## src/sv/ssup_pkg.sv

```systemverilog
package ssup_pkg;

  // default depth of the event ring
  localparam int EVENT_DEPTH_DEFAULT = 16;

  // supervisor state encoding as seen on the output
  localparam logic [1:0] ST_RUNNING   = 2'd0;
  localparam logic [1:0] ST_DEGRADED  = 2'd1;
  localparam logic [1:0] ST_SAFE_STOP = 2'd2;
  localparam logic [1:0] ST_LATCHED   = 2'd3;

  // item kinds carried in tuser
  localparam logic [1:0] MODE_UPDATE = 2'd0;
  localparam logic [1:0] MODE_CLEAR  = 2'd1;
  localparam logic [1:0] MODE_POP    = 2'd2;
  localparam logic [1:0] MODE_PEEK   = 2'd3;

  // number of fault flags
  localparam int FLAG_W = 6;

  // one logged transition
  typedef struct packed {
    logic [15:0]       extra;
    logic [1:0]        to_state;
    logic [1:0]        from_state;
    logic [FLAG_W-1:0] sources;
    logic [31:0]       time_ms;
  } ssup_entry_t;

  // per-item status from the control unit
  typedef struct packed {
    logic [1:0] state_now;
    logic       allow;
    logic       ev_valid;
  } ssup_status_t;

  // priority decode of the fault flags
  function automatic logic [1:0] target_of(input logic [FLAG_W-1:0] flags);
    logic [1:0] t;
    if (flags[5]) begin
      t = ST_LATCHED;
    end else if (flags[1] || flags[4]) begin
      t = ST_SAFE_STOP;
    end else if (flags[0] || flags[2] || flags[3]) begin
      t = ST_DEGRADED;
    end else begin
      t = ST_RUNNING;
    end
    return t;
  endfunction

  // actuation only in running or degraded
  function automatic logic permit_of(input logic [1:0] st);
    return (st == ST_RUNNING) || (st == ST_DEGRADED);
  endfunction

endpackage

```

## src/sv/ssup_log_mem.sv

```systemverilog
module ssup_log_mem #(
  parameter int EVENT_DEPTH = 16,
  parameter int PW = $clog2(EVENT_DEPTH)
) (
  input  logic                 clk,
  input  logic                 wr_en,
  input  logic [PW-1:0]        wr_addr,
  input  ssup_pkg::ssup_entry_t wr_data,
  input  logic                 rd_en,
  input  logic [PW-1:0]        rd_addr,
  output ssup_pkg::ssup_entry_t rd_data
);
  import ssup_pkg::*;

  ssup_entry_t mem [EVENT_DEPTH];

  // event ring storage, one write and one registered read
  always_ff @(posedge clk) begin
    if (wr_en) begin
      mem[wr_addr] <= wr_data;
    end
    if (rd_en) begin
      rd_data <= mem[rd_addr];
    end
  end

endmodule

```

## src/sv/ssup_ctrl.sv

```systemverilog
module ssup_ctrl #(
  parameter int EVENT_DEPTH = 16,
  parameter int PW = $clog2(EVENT_DEPTH)
) (
  input  logic                          clk,
  input  logic                          rst,
  input  logic                          accept,
  input  logic [1:0]                    mode,
  input  logic [ssup_pkg::FLAG_W-1:0]   flags,
  input  logic [31:0]                   time_ms,
  input  logic [15:0]                   aux_code,
  output logic                          wr_en,
  output logic [PW-1:0]                 wr_addr,
  output ssup_pkg::ssup_entry_t         wr_data,
  output logic                          rd_en,
  output logic [PW-1:0]                 rd_addr,
  output ssup_pkg::ssup_status_t        status
);
  import ssup_pkg::*;

  localparam logic [PW-1:0] LAST_IDX = PW'(EVENT_DEPTH - 1);

  logic [1:0]        cur_state, cur_state_next;
  logic              allow_flag, allow_flag_next;
  logic [FLAG_W-1:0] last_flags, last_flags_next;
  logic [PW-1:0]     wr_ptr, wr_ptr_next;
  logic [PW-1:0]     rd_ptr, rd_ptr_next;
  logic [PW-1:0]     wr_inc, rd_inc, wr_dec;
  logic [1:0]        tgt;
  logic              ring_empty;
  logic              ev_valid;

  // ring pointer arithmetic with wrap at the depth
  assign wr_inc = (wr_ptr == LAST_IDX) ? '0 : wr_ptr + 1'b1;
  assign rd_inc = (rd_ptr == LAST_IDX) ? '0 : rd_ptr + 1'b1;
  assign wr_dec = (wr_ptr == '0) ? LAST_IDX : wr_ptr - 1'b1;
  assign ring_empty = (rd_ptr == wr_ptr);
  assign tgt = target_of(flags);

  // entry logged on a change of state
  assign wr_addr = wr_ptr;
  assign wr_data = '{extra: aux_code, to_state: tgt, from_state: cur_state,
                     sources: flags, time_ms: time_ms};

  // per-item state update and ring access
  always_comb begin
    cur_state_next  = cur_state;
    allow_flag_next = allow_flag;
    last_flags_next = last_flags;
    wr_ptr_next     = wr_ptr;
    rd_ptr_next     = rd_ptr;
    wr_en           = 1'b0;
    rd_en           = 1'b0;
    rd_addr         = rd_ptr;
    ev_valid        = 1'b0;
    if (accept) begin
      unique case (mode)
        MODE_UPDATE: begin
          last_flags_next = flags;
          if (cur_state == ST_LATCHED) begin
            allow_flag_next = 1'b0;
          end else begin
            if (tgt != cur_state) begin
              cur_state_next = tgt;
              wr_en          = 1'b1;
              wr_ptr_next    = wr_inc;
              if (wr_inc == rd_ptr) begin
                rd_ptr_next = rd_inc;
              end
            end
            allow_flag_next = permit_of(tgt);
          end
        end
        MODE_CLEAR: begin
          if (cur_state == ST_LATCHED) begin
            cur_state_next  = target_of(last_flags);
            allow_flag_next = permit_of(target_of(last_flags));
          end
        end
        MODE_POP: begin
          if (!ring_empty) begin
            ev_valid    = 1'b1;
            rd_en       = 1'b1;
            rd_ptr_next = rd_inc;
          end
        end
        MODE_PEEK: begin
          if (!ring_empty) begin
            ev_valid = 1'b1;
            rd_en    = 1'b1;
            rd_addr  = wr_dec;
          end
        end
        default: begin
        end
      endcase
    end
  end

  assign status = '{state_now: cur_state_next, allow: allow_flag_next, ev_valid: ev_valid};

  // control registers
  always_ff @(posedge clk) begin
    if (rst) begin
      cur_state  <= ST_RUNNING;
      allow_flag <= 1'b1;
      last_flags <= '0;
      wr_ptr     <= '0;
      rd_ptr     <= '0;
    end else begin
      cur_state  <= cur_state_next;
      allow_flag <= allow_flag_next;
      last_flags <= last_flags_next;
      wr_ptr     <= wr_ptr_next;
      rd_ptr     <= rd_ptr_next;
    end
  end

`ifndef SYNTHESIS
  // permit always follows the state
  a_allow_matches_state: assert property (@(posedge clk) disable iff (rst)
    allow_flag == permit_of(cur_state))
    else $error("actuation permit out of step with state");

  // a logged event leaves the ring non-empty
  a_log_nonempty: assert property (@(posedge clk) disable iff (rst)
    wr_en |=> (rd_ptr != wr_ptr))
    else $error("ring empty right after logging");

  // a pop of a non-empty ring moves the read pointer
  a_pop_advances: assert property (@(posedge clk) disable iff (rst)
    (accept && mode == MODE_POP && !ring_empty) |=> (rd_ptr != $past(rd_ptr)))
    else $error("pop did not advance read pointer");
`endif

endmodule

```

## src/sv/safety_state_supervisor_top.sv

```systemverilog
// flow: an accepted word waits in stage s1 for the registered ring read and is
//   then loaded into the output register whenever that register is free to take it
// throughput: one word per cycle unless the output stalls; a word needs at most one
//   ring write and one registered ring read, and each stage refills in the cycle it drains
// reset: synchronous active-high rst puts the state at running with actuation
//   allowed, clears the stored flags and empties the event ring
module safety_state_supervisor_top #(
  parameter int EVENT_DEPTH = ssup_pkg::EVENT_DEPTH_DEFAULT
) (
  input  logic        clk,
  input  logic        rst,
  input  logic        s_axis_tvalid,
  output logic        s_axis_tready,
  // battery_low_limit, battery_cutoff, link_lost, imu_failure,
  // period_abnormal, severe_fault, time_ms[31:0], aux_code[15:0], zero pad
  input  logic [55:0] s_axis_tdata,
  // mode[1:0]
  input  logic [1:0]  s_axis_tuser,
  output logic        m_axis_tvalid,
  input  logic        m_axis_tready,
  // state_now[1:0], allow_actuation, event_time[31:0], event_sources[5:0],
  // event_old_state[1:0], event_new_state[1:0], event_extra[15:0], zero pad
  output logic [63:0] m_axis_tdata,
  // event_valid
  output logic [0:0]  m_axis_tuser
);
  import ssup_pkg::*;

  localparam int PW = $clog2(EVENT_DEPTH);

  logic         accept;
  logic         s1_valid, s1_move;
  ssup_status_t s1_status, status;
  logic         wr_en, rd_en;
  logic [PW-1:0] wr_addr, rd_addr;
  ssup_entry_t  wr_data, rd_data, ev;

  // input side stays open while stage s1 is empty or can drain
  assign s1_move       = s1_valid && (!m_axis_tvalid || m_axis_tready);
  assign s_axis_tready = !s1_valid || s1_move;
  assign accept        = s_axis_tvalid && s_axis_tready;

  ssup_ctrl #(.EVENT_DEPTH(EVENT_DEPTH), .PW(PW)) u_ctrl (
    .clk        (clk),
    .rst        (rst),
    .accept     (accept),
    .mode       (s_axis_tuser),
    .flags      (s_axis_tdata[5:0]),
    .time_ms    (s_axis_tdata[37:6]),
    .aux_code   (s_axis_tdata[53:38]),
    .wr_en      (wr_en),
    .wr_addr    (wr_addr),
    .wr_data    (wr_data),
    .rd_en      (rd_en),
    .rd_addr    (rd_addr),
    .status     (status)
  );

  ssup_log_mem #(.EVENT_DEPTH(EVENT_DEPTH), .PW(PW)) u_mem (
    .clk     (clk),
    .wr_en   (wr_en),
    .wr_addr (wr_addr),
    .wr_data (wr_data),
    .rd_en   (rd_en),
    .rd_addr (rd_addr),
    .rd_data (rd_data)
  );

  // stage waiting for the ring read data
  always_ff @(posedge clk) begin
    if (rst) begin
      s1_valid <= 1'b0;
    end else if (accept) begin
      s1_valid <= 1'b1;
    end else if (s1_move) begin
      s1_valid <= 1'b0;
    end
  end

  always_ff @(posedge clk) begin
    if (accept) begin
      s1_status <= status;
    end
  end

  // event fields read as zero when no event was returned
  assign ev = s1_status.ev_valid ? rd_data : '0;

  // output word register
  always_ff @(posedge clk) begin
    if (rst) begin
      m_axis_tvalid <= 1'b0;
    end else if (s1_move) begin
      m_axis_tvalid <= 1'b1;
    end else if (m_axis_tready) begin
      m_axis_tvalid <= 1'b0;
    end
  end

  always_ff @(posedge clk) begin
    if (s1_move) begin
      m_axis_tdata <= {3'b000, ev.extra, ev.to_state, ev.from_state, ev.sources,
                       ev.time_ms, s1_status.allow, s1_status.state_now};
      m_axis_tuser <= s1_status.ev_valid;
    end
  end

endmodule
```

## config.mk

```make
export PLATFORM = sky130hd
export DESIGN_NAME = safety_state_supervisor_top
export DESIGN_NICKNAME = d
export VERILOG_FILES = /design/src/sv/ssup_pkg.sv /design/src/sv/ssup_log_mem.sv /design/src/sv/ssup_ctrl.sv /design/src/sv/safety_state_supervisor_top.sv
export SDC_FILE = /design/constraint.sdc
export NUM_CORES = 1
export LEC_CHECK = 0
export ABC_CLOCK_PERIOD_IN_PS = 3540
export BUFFER_PORTS_ARGS = -buffer_cell sky130_fd_sc_hd__buf_4
export CORE_ASPECT_RATIO = 1.25
export CORE_UTILIZATION = 50
export CTS_BUF_LIST = sky130_fd_sc_hd__clkbuf_8
export DETAILED_ROUTE_END_ITERATION = 10
export GPL_TIMING_DRIVEN = 0
export PLACE_DENSITY = 0.76
export SLEW_MARGIN = 10
export SYNTH_ARGS = -nofsm -noshare
export SYNTH_HDL_FRONTEND = slang
export SYNTH_SLANG_ARGS = --single-unit
```

## constraint.sdc

```tcl
create_clock -name clk -period 3.54 [get_ports clk]
set_input_delay 0.177 -clock clk [delete_from_list [all_inputs] [get_ports clk]]
set_output_delay 0.177 -clock clk [all_outputs]
set_load 0.01 [all_outputs]
```

# Yosys cells after proc, flatten, opt, wreduce, memory -nomap -nowiden
# Memories as Yosys holds them, arrays and structs flattened. A register that Yosys moved wholly into a read port is not among the register bits.
# Index checks and enable logic that the tools add are counted.
[word_totals]
wordCells = 100
latchBits = 0
input_bits = 62
out_inout_bits = 67
mem_bits_ro = 0
regBits = 85
mem_count = 1
mem_bits_rw = 928
[mem_list]
columns = ["name", "words", "width", "read_ports", "rd_ports_with_merged_regs", "wr", "line", "rtl"]
rows = [
  ["u_mem.mem", 16, 58, 1, 1, 1, "ssup_log_mem.sv:15", "ssup_entry_t mem [EVENT_DEPTH];"],
]
[classes]
order_cmp = 0
mux = 42
reduce_logical = 25
add_sub_neg = 3
n_bitwise = 1
eq_ne = 15
multipliers = 0
shift = 0
div = 0
[ops]
columns = ["cell", "n"]
rows = [
  ["$mux 4", 10],
  ["$mux 2", 11],
  ["$mux 1", 18],
  ["$logic_or 1x1->1", 10],
  ["$add 4x1->4 const B", 2],
  ["$eq 4x4->1", 2],
  ["$eq 4x4->1 const B", 2],
  ["$pmux 4 s2", 1],
  ["$eq 2x1->1 const B", 3],
  ["$eq 2x2->1 const B", 3],
  ["$logic_not 2->1", 3],
  ["$reduce_and 6->1", 1],
  ["$reduce_bool 2->1", 3],
  ["$logic_not 4->1", 1],
  ["$ne 2x1->1 const B", 2],
  ["$ne 2x2->1 const B", 2],
  ["$pmux 2 s2", 1],
  ["$reduce_and 4->1", 1],
  ["$sub 4x1->4 const B", 1],
  ["$logic_and 1x1->1", 2],
  ["$logic_not 1->1", 2],
  ["$ne 2x2->1", 1],
  ["$pmux 1 s2", 1],
  ["$reduce_and 2->1", 1],
  ["other kinds (2)", 2],
]

# Logic depth before layout (Yosys ltp)
# Gate-level depths: netlist of run 1.
[logic_depth]
word_depth = 13
depth_mapped = 12
ltp_nobuf = 9

# Cells and area by module
# Synthesis of run 1 repeated with hierarchy kept, for this count alone.
[hier_totals]
cells_unflattened = 1843
hier_area_um2 = 40538.9
[by_module_without_submodules]
columns = ["mod", "cells_per_inst", "area_per_inst_um2", "n_inst"]
rows = [
  ["ssup_log_mem", 1496, 36476.2, 1],
  ["safety_state_supervisor_top", 144, 2529.9, 1],
  ["ssup_ctrl", 203, 1532.7, 1],
]

# Least setup slack after synthesis of run 1
# Ideal clock, no wire load.
[synth_timing]
path_kind = "register to register"
from = "reg u_ctrl.wr_ptr[0], in the netlist u_ctrl.wr_addr[0]"
to = "reg, netlist name u_mem.rd_data[0]"
t_arrival_ps = 3353
path_slack_ps = -287
synth_period_minus_slack_ps = 3827
setup_ps = 474
path_stages_with_launch = 5
n_path_buf = 1
required_ps = 3066
path_cell_list = "dfxtp_1 > buf_2 > xnor2_1 > a41o_2 > nor2_1"
[synth_via]
word_cells_on_any_way = 10
classes_between = "add/sub: 1; eq/ne: 1; mux: 7; reduce/logical: 1"
[synth_rtl]
columns = ["element", "line", "rtl"]
rows = [
  ["start, declared", "ssup_ctrl.sv:26", "logic [PW-1:0] wr_ptr, wr_ptr_next;"],
  ["start signal, assigned", "ssup_ctrl.sv:114", "wr_ptr <= wr_ptr_next;"],
  ["$eq 4x4->1", "ssup_ctrl.sv:37", "assign ring_empty = (rd_ptr == wr_ptr);"],
  ["$mux 1", "ssup_ctrl.sv:81, ssup_ctrl.sv:88", ""],
  ["$mux 1", "-", ""],
  ["$mux 1", "ssup_ctrl.sv:56", "if (accept) begin"],
  ["net rd_en", "safety_state_supervisor_top.sv:34", "logic wr_en, rd_en;"],
]
# The timed path passes the listed nets, and every way through them passes these cells.
# A chain may end at the register's enable or synchronous reset.

==> impl_results.md, run 1 <==
- Run status: finished, final reports clean
- Detailed-route DRC error count: 0
- Maximum count of clock buffers along a single path: 3
- Cell leakage power: 15.0 nW
- Combinational family with the most area after synthesis: multiplexers
- Unrepaired setup endpoints after global routing: yes
- CP required: 4.06 ns
- Clk sink count: ~1100
- TritonCTS clock tree: done
- Number of enable flip-flop cells after synthesis: ~1100
- Rows: around 120
- Number of antenna violations at the first check in global routing: 6
- Met2 WL post-DR: approximately 52 mm
- Worst-case setup slack after placement: -0.689 ns
- Areal power density over the cells: around 500 nW/um^2
- Overall track demand over capacity in global routing: 0.243
- Overall die height: 321 um
- Max_slew headroom: 0.480
- Final cycle utilization of the critical path: 0.990
- Area overhead of the layout relative to synthesis: 17.1%
- Total count of max-transition violations in the final report: 0
- Highest Clock Rate: between 200 and 300 MHz
- Library cell with the largest summed area after synthesis: edfxtp_1
- Class of the tightest hold or removal check: primary input to flip-flop
- Post-layout nets: between 2000 and 3000
- I/O pin count: between 100 and 150
- Number of buffers created by CTS: between 150 and 200
- Capturing element type of the critical path: flip-flop
- Initial core utilization: 0.507
- Vias after detailed routing: about 22000
- Setup crit start kind: flip-flop
- Area after DPL: 43500 sq um
- Synth top area cells: edfxtp_1, mux2i_1, o22ai_1, or4_1, and2_1
- Tmin final: roughly 3.5 ns
- Number of antenna-violating nets in the routed design: 0
- WL met1: 36.6 mm
- Global-route wire length before repair: around 140 mm
- Fraction of layout instances using a drive strength above 1: 0.186
- Overflow left after global routing: 0
- Fin util: 0.593
- Top sig layer: met5
- Top cell type's share of synthesized area: 0.777
- Violation count after the first detailed-route iteration: about 2600
- Width of the die: 257 um
- Met3 wire length: 8.01 mm
- Post-CTS clock slew at the launch and capture registers of the worst setup and hold paths: 0.07 ns
- Worst EP arrival: ~4.0 ns
- Number of vias per cell: 5.97
- Post-Synth XOR/XNOR Area: 0.00234
- Synth warnings: 0
- Setup slack on the worst flop-to-flop path: roughly 0.036 ns
- Share of the yosys chip area belonging to registers: 0.786
- Total half-perimeter wirelength after legalization and detailed placement: 59.0 mm
- Hold slack final: between 0.1 and 0.15 ns
- Synth cell types: 53
- Final weighted congestion in routability-driven placement: 0.810
- Total setup violations reported at the end of the flow: 0
- Largest net degree at the start of global routing: 45
- Placeable Area: between 80000 and 90000 sq um
- Post-Route WL: between 100 and 150 mm
- Total of max-cap violations: 0
- Detailed-router iteration count before antenna repair: 7
- Setup CP Type: flip-flop to flip-flop
- Post-synthesis instance area: 40700 sq um
- Buffer cell driving the clock tree root: clkbuf_8
- Synth async-reset ratio: 0
- Number of failing hold endpoints at the final stage: 0
- Maximum vdd ir drop: 0.000339 V
- Multiplexer share of the synthesized area: 0.117
- Number of buffers added on ports: 123
- Fraction of the mapped netlist area in simple logic gates: 0.0317
- Synthesized netlist cell count: approximately 2200
- Crit path setup slack, layout: roughly 0.036 ns
- Actual slew at the worst max-slew pin: slightly below 0.8 ns
- Clock latency reported for the late side of the worst-skew pair: 0.83 ns
- Primary FF master, synth: edfxtp_1
- Setup clock skew after layout: around 0.033 ns
- Synthesized-area fraction occupied by ao, oa, aoi and oai cells: 0.0428
- FF+latch count, synth: 1071
- Floorplan die area: 82500 sq um
- Final Cell Area: ~48000 sq um
- Number of global-route vias before repair: 22902
- Level count of the clock H-tree: 4
- Adder-Cell Fraction of Synth Area: 0.00215
- Drt wl/cell: between 20 and 30 um
- Average instance area after synthesis: 18.7 sq um
- Crit path max fanout: 10
worst max-delay path: stages, from the launching register on:
cell and delay, ns:
dfxtp_1 0.53, xnor2_1 0.16, a41o_2 0.29, inv_2 0.07, nand3_4 0.19, mux2i_4 0.32
clkbuf_4 0.24, buf_8 0.22, buf_12 0.20, mux2i_1 0.24, o22ai_1 0.10, or4_1 0.63
through the flow:
step | TNS, ns | cells | total power, W
6_report | 0 | 3724 | 0.0242
3_5_place_dp | -29.21 | 3379 | 0.0151
4_1_cts | -0.0194 | 3719 | 0.0242
5_1_grt | -0.172 | 3724 | 0.0248
2_1_floorplan | 0 | 2173 | 0.0147
3_3_place_gp | -1545.11 | 3358 | 0.0150
where the power goes:
part / switching, W / leakage (nW) / internal (W)
registers: 0.0000344 / 9.67 / 0.0140
logic: 0.000509 / 3.74 / 0.000329
clock network: 0.00465 / 1.60 / 0.00461
cell families (layout without fill, tap and decap cells):
| group | after synthesis | in the layout |
|---|---|---|
| DFF | 1071 | 1071 |
| AOI/OAI and AO/OA | 270 | 270 |
| buffers and inverters | 130 | 616 |
| xor gates and xnor gates | 10 | 10 |
| muxes | 475 | 475 |
| and+or+nand+nor | 207 | 207 |
| adders and majority gates | 7 | 7 |
| other | 1 | 6 |
layer usage:
| layer | vias to the layer above | track usage |
|---|---|---|
| li1 | 9519 | - |
| met1 | 11194 | 0.289 |
| met2 | 1206 | 0.418 |
| met3 | 300 | 0.0496 |
| met4 | 6 | 0.123 |
| met5 | - | 0 |
cell usage in the layout, fill, tap and decap left out, types with 7 or more instances in the layout:
master         instances
and2_1                60
edfxtp_1            1052
and2_4                 9
o22ai_1              232
buf_8                 11
dfxtp_1               18
buf_16                17
dlygate4sd3_1         62
nor3_1                10
inv_1                 52
mux2i_1              473
nand2_1               11
and3_4                 8
clkbuf_8             158
xnor2_1                7
or4_1                 59
buf_6                 41
clkbuf_1              12
buf_4                152
buf_12                 8
clkbuf_2              20
nor2_1                22
clkinvlp_4             9
clkinv_1              37
o21ai_0                7
clkinv_2              16
cells in the mapped netlist (all sizes together) (2+ instances only):
cell type,count
nand2,12
nor4,2
nand4,2
nand2b,2
or3,4
dfxtp,19
o21ai,7
inv,13
xor2,2
edfxtp,1052
xnor2,8
nand3,4
a31oi,3
a21oi,9
o22ai,232
a21o,3
or4,59
buf,82
ha,7
mux2i,474
and3,8
nor3,11
o41ai,2
nor2,24
nor2b,5
clkbuf,35
a32oi,4
o221ai,2
and2,69
worst paths after layout:
kind,startpoint,endpoint,cells past startpoint
worst max-delay path,u_ctrl.wr_addr[1]$_SDFFE_PP0P_,u_mem.rd_data[4]$_DFFE_PP_,11
worst min-delay path,rst,u_ctrl.wr_addr[3]$_SDFFE_PP0P_,3
worst max register to register,u_ctrl.wr_addr[1]$_SDFFE_PP0P_,u_mem.rd_data[4]$_DFFE_PP_,11
worst min register to register,s1_status[2]$_DFFE_PN_,m_axis_tdata[0]$_DFFE_PP_,0
final cells by class:
| class | count | area, sq um |
|---|---|---|
| Buffer | 117 | 1020 |
| Inverter | 13 | 52.6 |
| Sequential cell | 1071 | 32000 |
| Timing Repair Buffer | 212 | 2170 |
| Antenna cell | 3 | 7.51 |
| Fill cell | 5648 | 32700 |
| Clock buffer | 158 | 2170 |
| Multi-Input combinational cell | 972 | 8180 |
| Clock inverter | 116 | 691 |
| Tap cell | 1062 | 1330 |
registers in the layout, summed over array words and instances, names as in the netlist:
signal	count
u_ctrl.last_flags	6
s1_valid	1
u_ctrl.allow_flag	1
u_mem.rd_data	58
m_axis_tuser	1
u_mem.mem	928
u_ctrl.wr_addr	4
s1_status	4
u_ctrl.rd_ptr	4
u_ctrl.cur_state	2
m_axis_tdata	61
m_axis_tvalid	1
repair_timing:
action                                  in CTS  in global routing
hold buffers                                62                  0
hold endpoints to repair                   902                  0
setup buffers                                4                  2
pin swaps                                    5                  4
resized for setup                          100                 54
endpoints found under the setup margin      58                 57
Power figures use the tool's default switching activity.
==> run 2, diff against run 1 <==
--- a/config.mk
+++ b/config.mk
@@ -15,2 +15,3 @@
 export PLACE_DENSITY = 0.76
+export REMOVE_ABC_BUFFERS = 1
 export SLEW_MARGIN = 10
==> constraint.sdc (replaced) <==
create_clock -name clk -period 3.54 [get_ports clk]
set_input_delay 0.354 -clock clk [delete_from_list [all_inputs] [get_ports clk]]
set_output_delay 0.354 -clock clk [all_outputs]
set_load 0.01 [all_outputs]
==> run 2 against run 1 <==
Flip-flop and latch count unchanged. Sequential share of layout area fell by 0.92 points. Largest cell class unchanged. Die area stayed put. Core utilization rose by 0.87 points. Critical endpoint is now u_mem.rd_data[30]$_DFFE_PP_. Final area rose by 1.5%. Clock skew up 0.0034 ns. Largest power group unchanged. Combinational power is 0.8% higher. Global-route usage fell by 1.3 points.
==> impl_results.md, run 2 (same netlist as run 1, synthesis figures left out) <==
- Run status: finished, final reports clean
- Setup CP Type: flip-flop to flip-flop
- Number of filler cells placed in the layout: 5399
- Buffer cell driving the clock tree root: clkbuf_8
- Total count of max-transition violations in the final report: 0
- Level count of the clock H-tree: 4
- Setup clock skew after layout: between 0.03 and 0.04 ns
- Setup slack on the worst flop-to-flop path: around 0.058 ns
- Detailed-router iteration count before antenna repair: 6
- Power Internal: roughly 0.019 W
- Most common library cell in the layout ignoring fill and taps: edfxtp_1
- Total of max-cap violations: 0
- Accumulated negative setup slack: 0 ns
- Cell leakage power: about 15 nW
- Comb pwr share: 0.035
- Clk sink count: between 1000 and 1500
- Met2 capacity usage during global routing: 0.374
- Overall die height: between 300 and 400 um
- Routing layer with the top usage in global route: met2
- Overall track demand over capacity in global routing: 0.230
- Placeable Area: approximately 80000 sq um
- Maximum count of clock buffers along a single path: 3
- CP required: between 4 and 5 ns
- Tmin final: between 3 and 4 ns
- Fin util: 0.602
- Class of the tightest hold or removal check: primary input to flip-flop
- Width of the die: roughly 260 um
- Fraction of layout instances using a drive strength above 1: 0.185
- Number of failing hold endpoints at the final stage: 0
- Crit path max fanout: 18
- Post-CTS clock slew at the launch and capture registers of the worst setup and hold paths: 0.07 ns
- Post-Route WL: 96.3 mm
- Crit. Startpoint: u_ctrl.wr_addr[2]$_SDFFE_PP0P_
- Vias after detailed routing: around 22000
- Number of global-route vias before repair: roughly 23000
- Fraction of power spent switching nets: 0.214
- Global-route wire length before repair: 138 mm
- Final Cell Area: 48300 sq um
- NetSw: 0.00514 W
- Clock latency reported for the late side of the worst-skew pair: roughly 0.84 ns
- Hold slack final: approximately 0.052 ns
- Commonest cells after routing, fill and taps aside: edfxtp_1, mux2i_1, o22ai_1, buf_4, clkbuf_8
- Startpoint of the lowest-slack hold path: s_axis_tuser[1]
- Total half-perimeter wirelength after legalization and detailed placement: roughly 52 mm
- Setup crit start kind: flip-flop
- Biggest register: u_mem.mem
- Number of antenna-violating nets in the routed design: 0
- Max FFs per register: around 930
- Max_slew headroom: 0.477
- Highest Clock Rate: 287 MHz
- Area after DPL: 44500 sq um
- Area overhead of the layout relative to synthesis: 18.8%
- Total setup violations reported at the end of the flow: 0
- Number of vias per cell: 5.97
- Proportion of power drawn by the clock network: 0.381
- TritonCTS clock tree: done
- Rows: 116
- Worst EP arrival: 4.04 ns
- I/O pin count: between 100 and 150
- Overflow left after global routing: 0
- Final weighted congestion in routability-driven placement: approximately 0.76
- Post-layout nets: roughly 2600
- Number of buffers created by CTS: ~150
- Relative contribution of sequential cells to total power: 0.584
- Actual slew at the worst max-slew pin: just under 0.8 ns
- Startpoint of the worst-slack reg-to-reg timing path: u_ctrl.wr_addr[2]$_SDFFE_PP0P_
- Largest net degree at the start of global routing: 41
- Number of buffers added on ports: about 120
- Detailed-route DRC error count: 0
- Top Registers: u_mem.mem (928), m_axis_tdata (61), u_mem.rd_data (58)
- Drt wl/cell: around 26 um
- Capturing element type of the critical path: flip-flop
- Areal power density over the cells: roughly 500 nW/um^2
- Met1 usage in global routing: 0.296
- Floorplan die area: between 80000 and 90000 sq um
- Number of antenna violations at the first check in global routing: 5
- Final cycle utilization of the critical path: 0.984
- Initial core utilization: 0.507
- Maximum vdd ir drop: ~0.0004 V
- Global-route met3 utilization: 0.0458
- Violation count after the first detailed-route iteration: approximately 2500
[run 2: changes by cell type in the layout (fill, tap and decap cells not counted), moves of 4 or more]
cell        delta
buf_16        +43
buf_6         -39
clkbuf_2      -20
buf_4         +12
clkbuf_1      -12
clkinv_1       +7
dfxtp_1        -7
dfxtp_4        +6
buf_8          -5
clkinvlp_4     -5
inv_1          -4
[run 2: final cells by class]
class / instances / area [sq um] / share of cell area
flip-flops and latches: 1071 / 32000 / 0.662
multi-input cells: 973 / 8200 / 0.170
repair buffers: 305 / 3900 / 0.0808
clock buffers: 155 / 2130 / 0.0442
well taps: 1062 / 1330 / 0.0275
clock inverters: 116 / 691 / 0.0143
inverters: 13 / 48.8 / 0.00101
diodes: 2 / 5.00 / 0.000104
[run 2: final timing paths]
kind | end | cells after the start
min | s1_status[2]$_DFFE_PN_ | 4
max | u_mem.rd_data[30]$_DFFE_PP_ | 13
max reg2reg | u_mem.rd_data[30]$_DFFE_PP_ | 13
min reg2reg | m_axis_tdata[1]$_DFFE_PP_ | 0
[run 2: timing repair]
| action | 4_1_cts | 5_1_grt |
|---|---|---|
| setup buffers | 30 | 15 |
| gates cloned | 2 | 3 |
| endpoints found under the setup margin | 664 | 314 |
| hold buffers | 59 | 0 |
| pin swaps | 11 | 1 |
| endpoints found under the hold margin | 884 | 0 |
| gates resized for setup | 16 | 8 |
[run 2: per-stage QoR]
stage | setup slack, ns | power, W | cells
global route | -0.0249 | 0.0247 | 3697
floorplan | -33.57 | 0.0150 | 2056
detailed placement | -1.08 | 0.0151 | 3322
finish | 0.0584 | 0.0241 | 3697
global placement | -43.41 | 0.0154 | 3241
CTS | 0.0250 | 0.0241 | 3680
[run 2: power groups by stage]
| stage | Sequential, W | Combinational (W) | Clock (W) |
|---|---|---|---|
| after floorplan | 0.0143 | 0.000657 | 0 |
| after global placement | 0.0143 | 0.00109 | 0 |
| after detailed placement | 0.0143 | 0.000755 | 0 |
| after CTS | 0.0140 | 0.000834 | 0.00921 |
| after global routing | 0.0140 | 0.000902 | 0.00980 |
| final | 0.0140 | 0.000845 | 0.00916 |
[run 2: metal layers]
layer  wire, um  vias up
met1      37100    11074
li1           -     9500
met3       8130      272
met5         10        -
met4       3930        2
met2      47100     1223
[run 2: worst max-delay path: stages (launching register included)]
cell	delay [ns]
dfxtp_4	0.40
xnor2_4	0.20
a41o_2	0.23
inv_2	0.05
nand3_4	0.10
mux2i_4	0.31
buf_4	0.22
buf_16	0.19
buf_16	0.20
buf_16	0.19
buf_16	0.18
mux2i_1	0.23
o22ai_1	0.12
or4_1	0.54
